--- config.mk ---
export PLATFORM = sky130hd
export DESIGN_NAME = counted_multiset_table_top
export DESIGN_NICKNAME = d
export VERILOG_FILES = /design/src/rtl/core/cmt_pkg.sv /design/src/rtl/core/counted_multiset_table_top.sv /design/src/rtl/core/cmt_ctrl.sv /design/src/rtl/core/cmt_datapath.sv
export SDC_FILE = /design/constraint.sdc
export NUM_CORES = 1
export LEC_CHECK = 0
export BUFFER_PORTS_ARGS = -buffer_cell sky130_fd_sc_hd__buf_2
export CAP_MARGIN = 20
export CORE_MARGIN = 2
export CORE_UTILIZATION = 55
export DETAILED_ROUTE_END_ITERATION = 8
export PLACE_DENSITY = 0.71
export SETUP_SLACK_MARGIN = 0.05
export SLEW_MARGIN = 25
export SYNTH_ARGS = -nofsm -noshare
export SYNTH_HDL_FRONTEND = slang
export SYNTH_HIERARCHICAL = 1
export SYNTH_SLANG_ARGS = --single-unit
--- constraint.sdc ---
create_clock -name aclk -period 13.8 [get_ports aclk]
set_input_delay 1.38 -clock aclk [delete_from_list [all_inputs] [get_ports aclk]]
set_output_delay 1.38 -clock aclk [all_outputs]
set_load 0.05 [all_outputs]
--- src/rtl/core/cmt_pkg.sv ---
// shared types and constants for the counted multiset table
// no dependencies; used by every module in rtl/core
package cmt_pkg;

    localparam int ENTRIES     = 16;
    localparam int COUNT_WIDTH = 16;
    localparam int KEY_W       = 32;
    localparam int IDX_W       = $clog2(ENTRIES);
    localparam int DIST_W      = $clog2(ENTRIES + 1);
    localparam int OCC_W       = 16;
    localparam int DK_W        = 5;
    localparam int ST_W        = 2;

    typedef enum logic [1:0] {
        CMD_INSERT,
        CMD_ERASE_ONE,
        CMD_ERASE_ALL,
        CMD_QUERY
    } command_t;

    localparam logic [ST_W-1:0] ST_OK      = 2'd0;
    localparam logic [ST_W-1:0] ST_MISSING = 2'd1;
    localparam logic [ST_W-1:0] ST_FULL    = 2'd2;

    localparam logic [COUNT_WIDTH-1:0] COUNT_MAX = '1;

    typedef struct packed {
        command_t           command;
        logic signed [31:0] key;
    } in_word_t;

    typedef struct packed {
        logic [ST_W-1:0] status;
        logic [OCC_W-1:0] occurrences;
        logic [DK_W-1:0]  distinct_keys;
    } out_word_t;

    typedef struct packed {
        logic load;
        logic scan_en;
        logic commit;
    } dp_cmd_t;

    typedef struct packed {
        logic scan_done;
    } dp_sts_t;

endpackage

--- src/rtl/core/counted_multiset_table_top.sv ---
// a word accepted is scanned against every slot, then the table is updated and the result registered
// one word in flight at a time: the next is accepted only after the table update of the last one
// a result waits in the output register while the next word is accepted and scanned
// reset: synchronous active-low aresetn empties all slots and clears the key total
// top level of the counted multiset table: controller plus datapath
// depends on cmt_pkg, cmt_ctrl, cmt_datapath
module counted_multiset_table_top (
    input  logic               aclk,
    input  logic               aresetn,
    input  logic               s_valid,
    output logic               s_ready,
    input  cmt_pkg::in_word_t  s_data,
    output logic               m_valid,
    input  logic               m_ready,
    output cmt_pkg::out_word_t m_data
);

    cmt_pkg::dp_cmd_t dp_cmd;
    cmt_pkg::dp_sts_t dp_sts;

    cmt_ctrl u_ctrl (
        .aclk    (aclk),
        .aresetn (aresetn),
        .s_valid (s_valid),
        .s_ready (s_ready),
        .m_valid (m_valid),
        .m_ready (m_ready),
        .cmd     (dp_cmd),
        .sts     (dp_sts)
    );

    cmt_datapath u_datapath (
        .aclk    (aclk),
        .aresetn (aresetn),
        .s_data  (s_data),
        .cmd     (dp_cmd),
        .sts     (dp_sts),
        .m_data  (m_data)
    );

`ifndef SYNTHESIS
    a_one_at_a_time: assert property (@(posedge aclk) disable iff (!aresetn)
        s_valid && s_ready |=> !s_ready)
        else $error("word accepted while another is in flight");

    a_no_commit_in_scan: assert property (@(posedge aclk) disable iff (!aresetn)
        dp_sts.scan_done |-> !dp_cmd.commit && !s_ready)
        else $error("scan end overlaps commit or accept");

    a_full_means_full: assert property (@(posedge aclk) disable iff (!aresetn)
        m_valid && m_data.status == cmt_pkg::ST_FULL
        |-> m_data.distinct_keys == cmt_pkg::DK_W'(cmt_pkg::ENTRIES))
        else $error("full status with free slots");

    a_missing_zero: assert property (@(posedge aclk) disable iff (!aresetn)
        m_valid && m_data.status == cmt_pkg::ST_MISSING |-> m_data.occurrences == '0)
        else $error("missing key reports occurrences");
`endif

endmodule

--- src/rtl/core/cmt_ctrl.sv ---
// sequencing state machine: accept, key scan, table update and result handoff
// depends on cmt_pkg
module cmt_ctrl (
    input  logic              aclk,
    input  logic              aresetn,
    input  logic              s_valid,
    output logic              s_ready,
    output logic              m_valid,
    input  logic              m_ready,
    output cmt_pkg::dp_cmd_t  cmd,
    input  cmt_pkg::dp_sts_t  sts
);

    typedef enum logic [1:0] {
        IDLE,
        SCAN,
        UPDATE
    } state_t;

    state_t state_reg;
    state_t state_next;
    logic   s_ready_reg;
    logic   s_ready_next;
    logic   m_valid_reg;
    logic   m_valid_next;
    logic   out_free;

    assign out_free = !m_valid_reg || m_ready;

    always_comb begin
        state_next  = state_reg;
        cmd.load    = 1'b0;
        cmd.scan_en = 1'b0;
        cmd.commit  = 1'b0;
        unique case (state_reg)
            IDLE: begin
                if (s_valid && s_ready_reg) begin
                    cmd.load   = 1'b1;
                    state_next = SCAN;
                end
            end
            SCAN: begin
                cmd.scan_en = 1'b1;
                if (sts.scan_done) begin
                    state_next = UPDATE;
                end
            end
            UPDATE: begin
                if (out_free) begin
                    cmd.commit = 1'b1;
                    state_next = IDLE;
                end
            end
            default: begin
                state_next = IDLE;
            end
        endcase
        s_ready_next = (state_next == IDLE);
        if (cmd.commit) begin
            m_valid_next = 1'b1;
        end else if (m_ready) begin
            m_valid_next = 1'b0;
        end else begin
            m_valid_next = m_valid_reg;
        end
    end

    always_ff @(posedge aclk) begin
        if (!aresetn) begin
            state_reg   <= IDLE;
            s_ready_reg <= 1'b0;
            m_valid_reg <= 1'b0;
        end else begin
            state_reg   <= state_next;
            s_ready_reg <= s_ready_next;
            m_valid_reg <= m_valid_next;
        end
    end

    assign s_ready = s_ready_reg;
    assign m_valid = m_valid_reg;

endmodule

--- src/rtl/core/cmt_datapath.sv ---
// key memory, count table, scan comparator, update logic and result register
// depends on cmt_pkg
module cmt_datapath (
    input  logic               aclk,
    input  logic               aresetn,
    input  cmt_pkg::in_word_t  s_data,
    input  cmt_pkg::dp_cmd_t   cmd,
    output cmt_pkg::dp_sts_t   sts,
    output cmt_pkg::out_word_t m_data
);

    logic [cmt_pkg::KEY_W-1:0]       key_mem [cmt_pkg::ENTRIES];
    logic [cmt_pkg::COUNT_WIDTH-1:0] count_reg [cmt_pkg::ENTRIES];

    cmt_pkg::command_t               cmd_reg;
    logic [cmt_pkg::KEY_W-1:0]       key_reg;
    logic [cmt_pkg::IDX_W-1:0]       scan_idx_reg;
    logic                            issue_reg;
    logic                            cmp_valid_reg;
    logic [cmt_pkg::IDX_W-1:0]       cmp_idx_reg;
    logic [cmt_pkg::KEY_W-1:0]       key_q_reg;
    logic                            hit_reg;
    logic [cmt_pkg::IDX_W-1:0]       hit_idx_reg;
    logic [cmt_pkg::COUNT_WIDTH-1:0] hit_cnt_reg;
    logic                            free_reg;
    logic [cmt_pkg::IDX_W-1:0]       free_idx_reg;
    logic [cmt_pkg::DIST_W-1:0]      dist_reg;
    cmt_pkg::out_word_t              out_reg;

    logic [cmt_pkg::COUNT_WIDTH-1:0] cmp_cnt;
    logic                            cmp_hit;
    logic                            cmp_free;

    logic                            wr_en;
    logic                            key_we;
    logic [cmt_pkg::IDX_W-1:0]       wr_idx;
    logic [cmt_pkg::COUNT_WIDTH-1:0] wr_cnt;
    logic [cmt_pkg::DIST_W-1:0]      dist_next;
    logic [cmt_pkg::ST_W-1:0]        st_next;
    logic [cmt_pkg::COUNT_WIDTH-1:0] occ_cnt;
    logic [cmt_pkg::OCC_W+cmt_pkg::COUNT_WIDTH-1:0] occ_wide;
    logic [cmt_pkg::DK_W+cmt_pkg::DIST_W-1:0]       dist_wide;

    // compare stage, one entry per cycle
    assign cmp_cnt  = count_reg[cmp_idx_reg];
    assign cmp_hit  = cmp_valid_reg && (cmp_cnt != '0) && (key_q_reg == key_reg);
    assign cmp_free = cmp_valid_reg && (cmp_cnt == '0);

    assign sts.scan_done = cmp_valid_reg
        && (cmp_idx_reg == cmt_pkg::IDX_W'(cmt_pkg::ENTRIES - 1));

    always_ff @(posedge aclk) begin
        if (!aresetn) begin
            issue_reg     <= 1'b0;
            cmp_valid_reg <= 1'b0;
            hit_reg       <= 1'b0;
            free_reg      <= 1'b0;
        end else if (cmd.load) begin
            issue_reg     <= 1'b1;
            cmp_valid_reg <= 1'b0;
            hit_reg       <= 1'b0;
            free_reg      <= 1'b0;
        end else begin
            if (cmd.scan_en && issue_reg) begin
                cmp_valid_reg <= 1'b1;
                if (scan_idx_reg == cmt_pkg::IDX_W'(cmt_pkg::ENTRIES - 1)) begin
                    issue_reg <= 1'b0;
                end
            end else begin
                cmp_valid_reg <= 1'b0;
            end
            if (cmp_hit && !hit_reg) begin
                hit_reg <= 1'b1;
            end
            if (cmp_free && !free_reg) begin
                free_reg <= 1'b1;
            end
        end
    end

    always_ff @(posedge aclk) begin
        if (cmd.load) begin
            cmd_reg      <= s_data.command;
            key_reg      <= s_data.key;
            scan_idx_reg <= '0;
        end else if (cmd.scan_en && issue_reg) begin
            scan_idx_reg <= scan_idx_reg + cmt_pkg::IDX_W'(1);
        end
        cmp_idx_reg <= scan_idx_reg;
        if (cmp_hit && !hit_reg) begin
            hit_idx_reg <= cmp_idx_reg;
            hit_cnt_reg <= cmp_cnt;
        end
        if (cmp_free && !free_reg) begin
            free_idx_reg <= cmp_idx_reg;
        end
    end

    // key memory: one write port, one registered read port
    always_ff @(posedge aclk) begin
        if (cmd.commit && key_we) begin
            key_mem[free_idx_reg] <= key_reg;
        end
        key_q_reg <= key_mem[scan_idx_reg];
    end

    always_comb begin
        wr_en     = 1'b0;
        key_we    = 1'b0;
        wr_idx    = hit_idx_reg;
        wr_cnt    = hit_cnt_reg;
        dist_next = dist_reg;
        st_next   = cmt_pkg::ST_OK;
        occ_cnt   = '0;
        if (cmd_reg == cmt_pkg::CMD_INSERT) begin
            if (hit_reg) begin
                if (hit_cnt_reg != cmt_pkg::COUNT_MAX) begin
                    wr_en  = 1'b1;
                    wr_cnt = hit_cnt_reg + cmt_pkg::COUNT_WIDTH'(1);
                end
            end else if (free_reg) begin
                wr_en     = 1'b1;
                key_we    = 1'b1;
                wr_idx    = free_idx_reg;
                wr_cnt    = cmt_pkg::COUNT_WIDTH'(1);
                dist_next = dist_reg + cmt_pkg::DIST_W'(1);
            end else begin
                st_next = cmt_pkg::ST_FULL;
            end
        end else if (!hit_reg) begin
            st_next = cmt_pkg::ST_MISSING;
        end else begin
            case (cmd_reg)
                cmt_pkg::CMD_ERASE_ONE: begin
                    wr_en  = 1'b1;
                    wr_cnt = hit_cnt_reg - cmt_pkg::COUNT_WIDTH'(1);
                    if (hit_cnt_reg == cmt_pkg::COUNT_WIDTH'(1)) begin
                        dist_next = dist_reg - cmt_pkg::DIST_W'(1);
                    end
                end
                cmt_pkg::CMD_ERASE_ALL: begin
                    wr_en     = 1'b1;
                    wr_cnt    = '0;
                    occ_cnt   = hit_cnt_reg;
                    dist_next = dist_reg - cmt_pkg::DIST_W'(1);
                end
                default: begin
                    occ_cnt = hit_cnt_reg;
                end
            endcase
        end
        occ_wide  = {{cmt_pkg::OCC_W{1'b0}}, occ_cnt};
        dist_wide = {{cmt_pkg::DK_W{1'b0}}, dist_next};
    end

    always_ff @(posedge aclk) begin
        if (!aresetn) begin
            for (int i = 0; i < cmt_pkg::ENTRIES; i++) begin
                count_reg[i] <= '0;
            end
            dist_reg <= '0;
        end else if (cmd.commit) begin
            if (wr_en) begin
                count_reg[wr_idx] <= wr_cnt;
            end
            dist_reg <= dist_next;
        end
    end

    always_ff @(posedge aclk) begin
        if (cmd.commit) begin
            out_reg.status        <= st_next;
            out_reg.occurrences   <= occ_wide[cmt_pkg::OCC_W-1:0];
            out_reg.distinct_keys <= dist_wide[cmt_pkg::DK_W-1:0];
        end
    end

    assign m_data = out_reg;

endmodule

==> flow_summary.json <==
{
  "status": "finished, final reports clean",
  "critPathMaxStageDelay_ps": 890,
  "slowest_stage": "mux2i_1",
  "maxCapViolCount": 0,
  "yosysSeqAreaShare": 0.735,
  "final_layout_size_suffix_gt1_frac": 0.241,
  "synth_nets": 2047,
  "grt_pass1_wl_um": 122000,
  "synth.area.top_cells": "edfxtp_1 71%, mux4_2 14%, nor2_1 3.3%",
  "vias": 18882,
  "multi_input_comb_area_sq_mm": 0.00923,
  "drc": 0,
  "grt_usage": 0.246,
  "peakVddDrop_mv": 0.129,
  "antenna_found_initial": 1,
  "final-hold-violation-count": 0,
  "cts.path.max_buffers": 3,
  "via_per_inst": 6.29,
  "cts_root_buf": "clkbuf_16",
  "crit_type": "flop to flop",
  "cp_common_cell": "inv_1",
  "cts_post_setup_buffers_inserted": 0,
  "port_buffers": 62,
  "setup_violations": 0,
  "max_freq_ghz": 0.208,
  "wl_um": 80900,
  "ys_dominant_reg_cell": "edfxtp_1",
  "worstHoldPathType": "flop to flop",
  "fp.dieW_um": 260,
  "io_pins": 63,
  "min_period_ps": 4810,
  "cts_tree": "built",
  "critPathBufInv": 3,
  "fin_ws_ps": 8990,
  "gr-total-overflow": 0,
  "initial_utilization": 0.559,
  "worstMarginPinSlew_ps": 1050,
  "cts.sinks": 902,
  "syn_inst": 2000,
  "cp-start-kind": "flop",
  "drv_slew": 0,
  "path_cells": "inv_1, ha_1, inv_1, nor2_1, buf_4, mux2i_1, nand3_1, nand2_1",
  "fin_tns_setup_ps": 0,
  "required_ps": 14070,
  "power.total_mw": 5.84,
  "grt_max_degree": 70,
  "dieArea_sq_mm": 0.0678,
  "r2r_setup_slack_ps": 8990,
  "cp-end-kind": "flop",
  "async_reset_ff_frac": 0,
  "ys_top_cells_by_count": "849 x edfxtp_1, 315 x nor2_1, 226 x mux4_2",
  "antennaDiodeCount": 0,
  "critical-path-top-delay-family": "simple AND/OR/NAND/NOR gates",
  "core_area_sq_mm": 0.0647,
  "drt_iter0_drc": 2403,
  "postRouteAntennaNets": 0,
  "dp_slack_ps": 9130,
  "cts_buffers": 91,
  "period_share": 0.349,
  "fillers": 4516,
  "syn-cell-area_sq_mm": 0.0361,
  "synth_warnings": 6,
  "htree_num_levels": 3,
  "power.density_mw_per_mm2": 144,
  "dp_hpwl_um": 47400,
  "cp_max_fo": 23,
  "max_slew_margin": 0.277,
  "synth_seq_cells": 902,
  "grt_setup_unrepaired": "no",
  "place_congestion": 0.969,
  "synth_enable_flop_cells": 849,
  "fin_skew_ps": 21.8,
  "synth_top_area_frac": 0.705,
  "register_area_sq_mm": 0.0266,
  "post_drt_wl_per_cell_um": 27.0,
  "cts_hold_buf": 0,
  "synth.avg_cell_area_sq_um": 18.1,
  "yosys.area.top_type": "edfxtp_1",
  "fin_nets": 2121,
  "cellLeakagePower_nw": 13.0,
  "clk_pin_slew_ps": 60,
  "rows": 93,
  "synth_most_common_cell": "edfxtp_1",
  "drtPass1Iterations": 5,
  "worst_ep_arrival_time_ps": 5090,
  "dieHeight_um": 260,
  "largest_reg_flops": 512,
  "grt_pass1_vias": 19047,
  "clk_latency_ps": 650,
  "synth.distinct_cells": 65,
  "post_cts_resized": 0,
  "area_growth_pct": 12.4
}
-- final timing paths --
| kind | start | end | cells after the start |
|---|---|---|---|
| min | u_datapath/issue_reg | u_datapath/scan_idx_reg[1] | 2 |
| max | u_datapath/cmd_reg[1] | u_datapath/count_reg[4][11] | 8 |
| max reg2reg | u_datapath/cmd_reg[1] | u_datapath/count_reg[4][11] | 8 |
| min reg2reg | u_datapath/issue_reg | u_datapath/scan_idx_reg[1] | 2 |
-- final cells by class --
class                      instances  area share
timing repair buffer             102      0.0159
clock buffer                     108      0.0589
tap                              855      0.0263
sequential                       902       0.654
inverter                          15     0.00139
multi-input combinational        962       0.227
clock inverter                    57      0.0162
-- tightest hold or removal path: stages, from the launching register on --
cell	delay, ps
dfxtp_1	330
nand3_1	70
a21oi_1	50
-- metal layers --
metal,share of wire,vias up,track usage
met4,0.034,0,0.0862
met1,0.40,9794,0.340
met2,0.50,902,0.407
li1,-,8010,-
met5,0,-,0
met3,0.073,176,0.0375
-- placed cells by master, fill, tap and decap left out, drive strengths merged, types with 4 or more instances in the layout --
cell    count
a21boi      4
clkbuf    108
clkinv     39
nor2      315
and2        9
and3       22
buf       102
xnor2      27
nand3      16
mux2i      16
ha          9
inv        19
mux4      226
nor3b       4
nor4        8
o221ai      4
a31oi       8
nor2b      12
a21oi      19
nor3       27
bufinv     11
nand2b     13
o21a        8
edfxtp    849
mux2        7
o21ai      27
xor2       13
nand2      88
dfxtp      53
or4         6
a211oi      7
or3         4
nand4      17
nand3b      4
-- logic make-up after synthesis --
kind of cell               share of synthesized area
DFF                                            0.735
xor gates and xnor gates                     0.00969
buffers and inverters                         0.0155
adders and majority gates                    0.00312
and+or+nand+nor                               0.0707
muxes                                          0.147
AOI/OAI and AO/OA                             0.0187
-- per-stage QoR --
step	instance area [sq um]	hold slack, ps	utilization	std cells
2_1_floorplan	36100	329	-	2000
3_3_place_gp	37500	483	0.579	2833
3_5_place_dp	37500	498	0.580	2835
4_1_cts	40600	500	0.627	3000
5_1_grt	40600	543	0.628	3001
6_report	40600	498	0.628	3001
-- power by group --
part	switching, mW	internal (mW)
sequential	0.0521	3.03
clock	1.02	1.45
combinational	0.139	0.140
total	1.21	4.62
(Power assumes the default switching activity.)
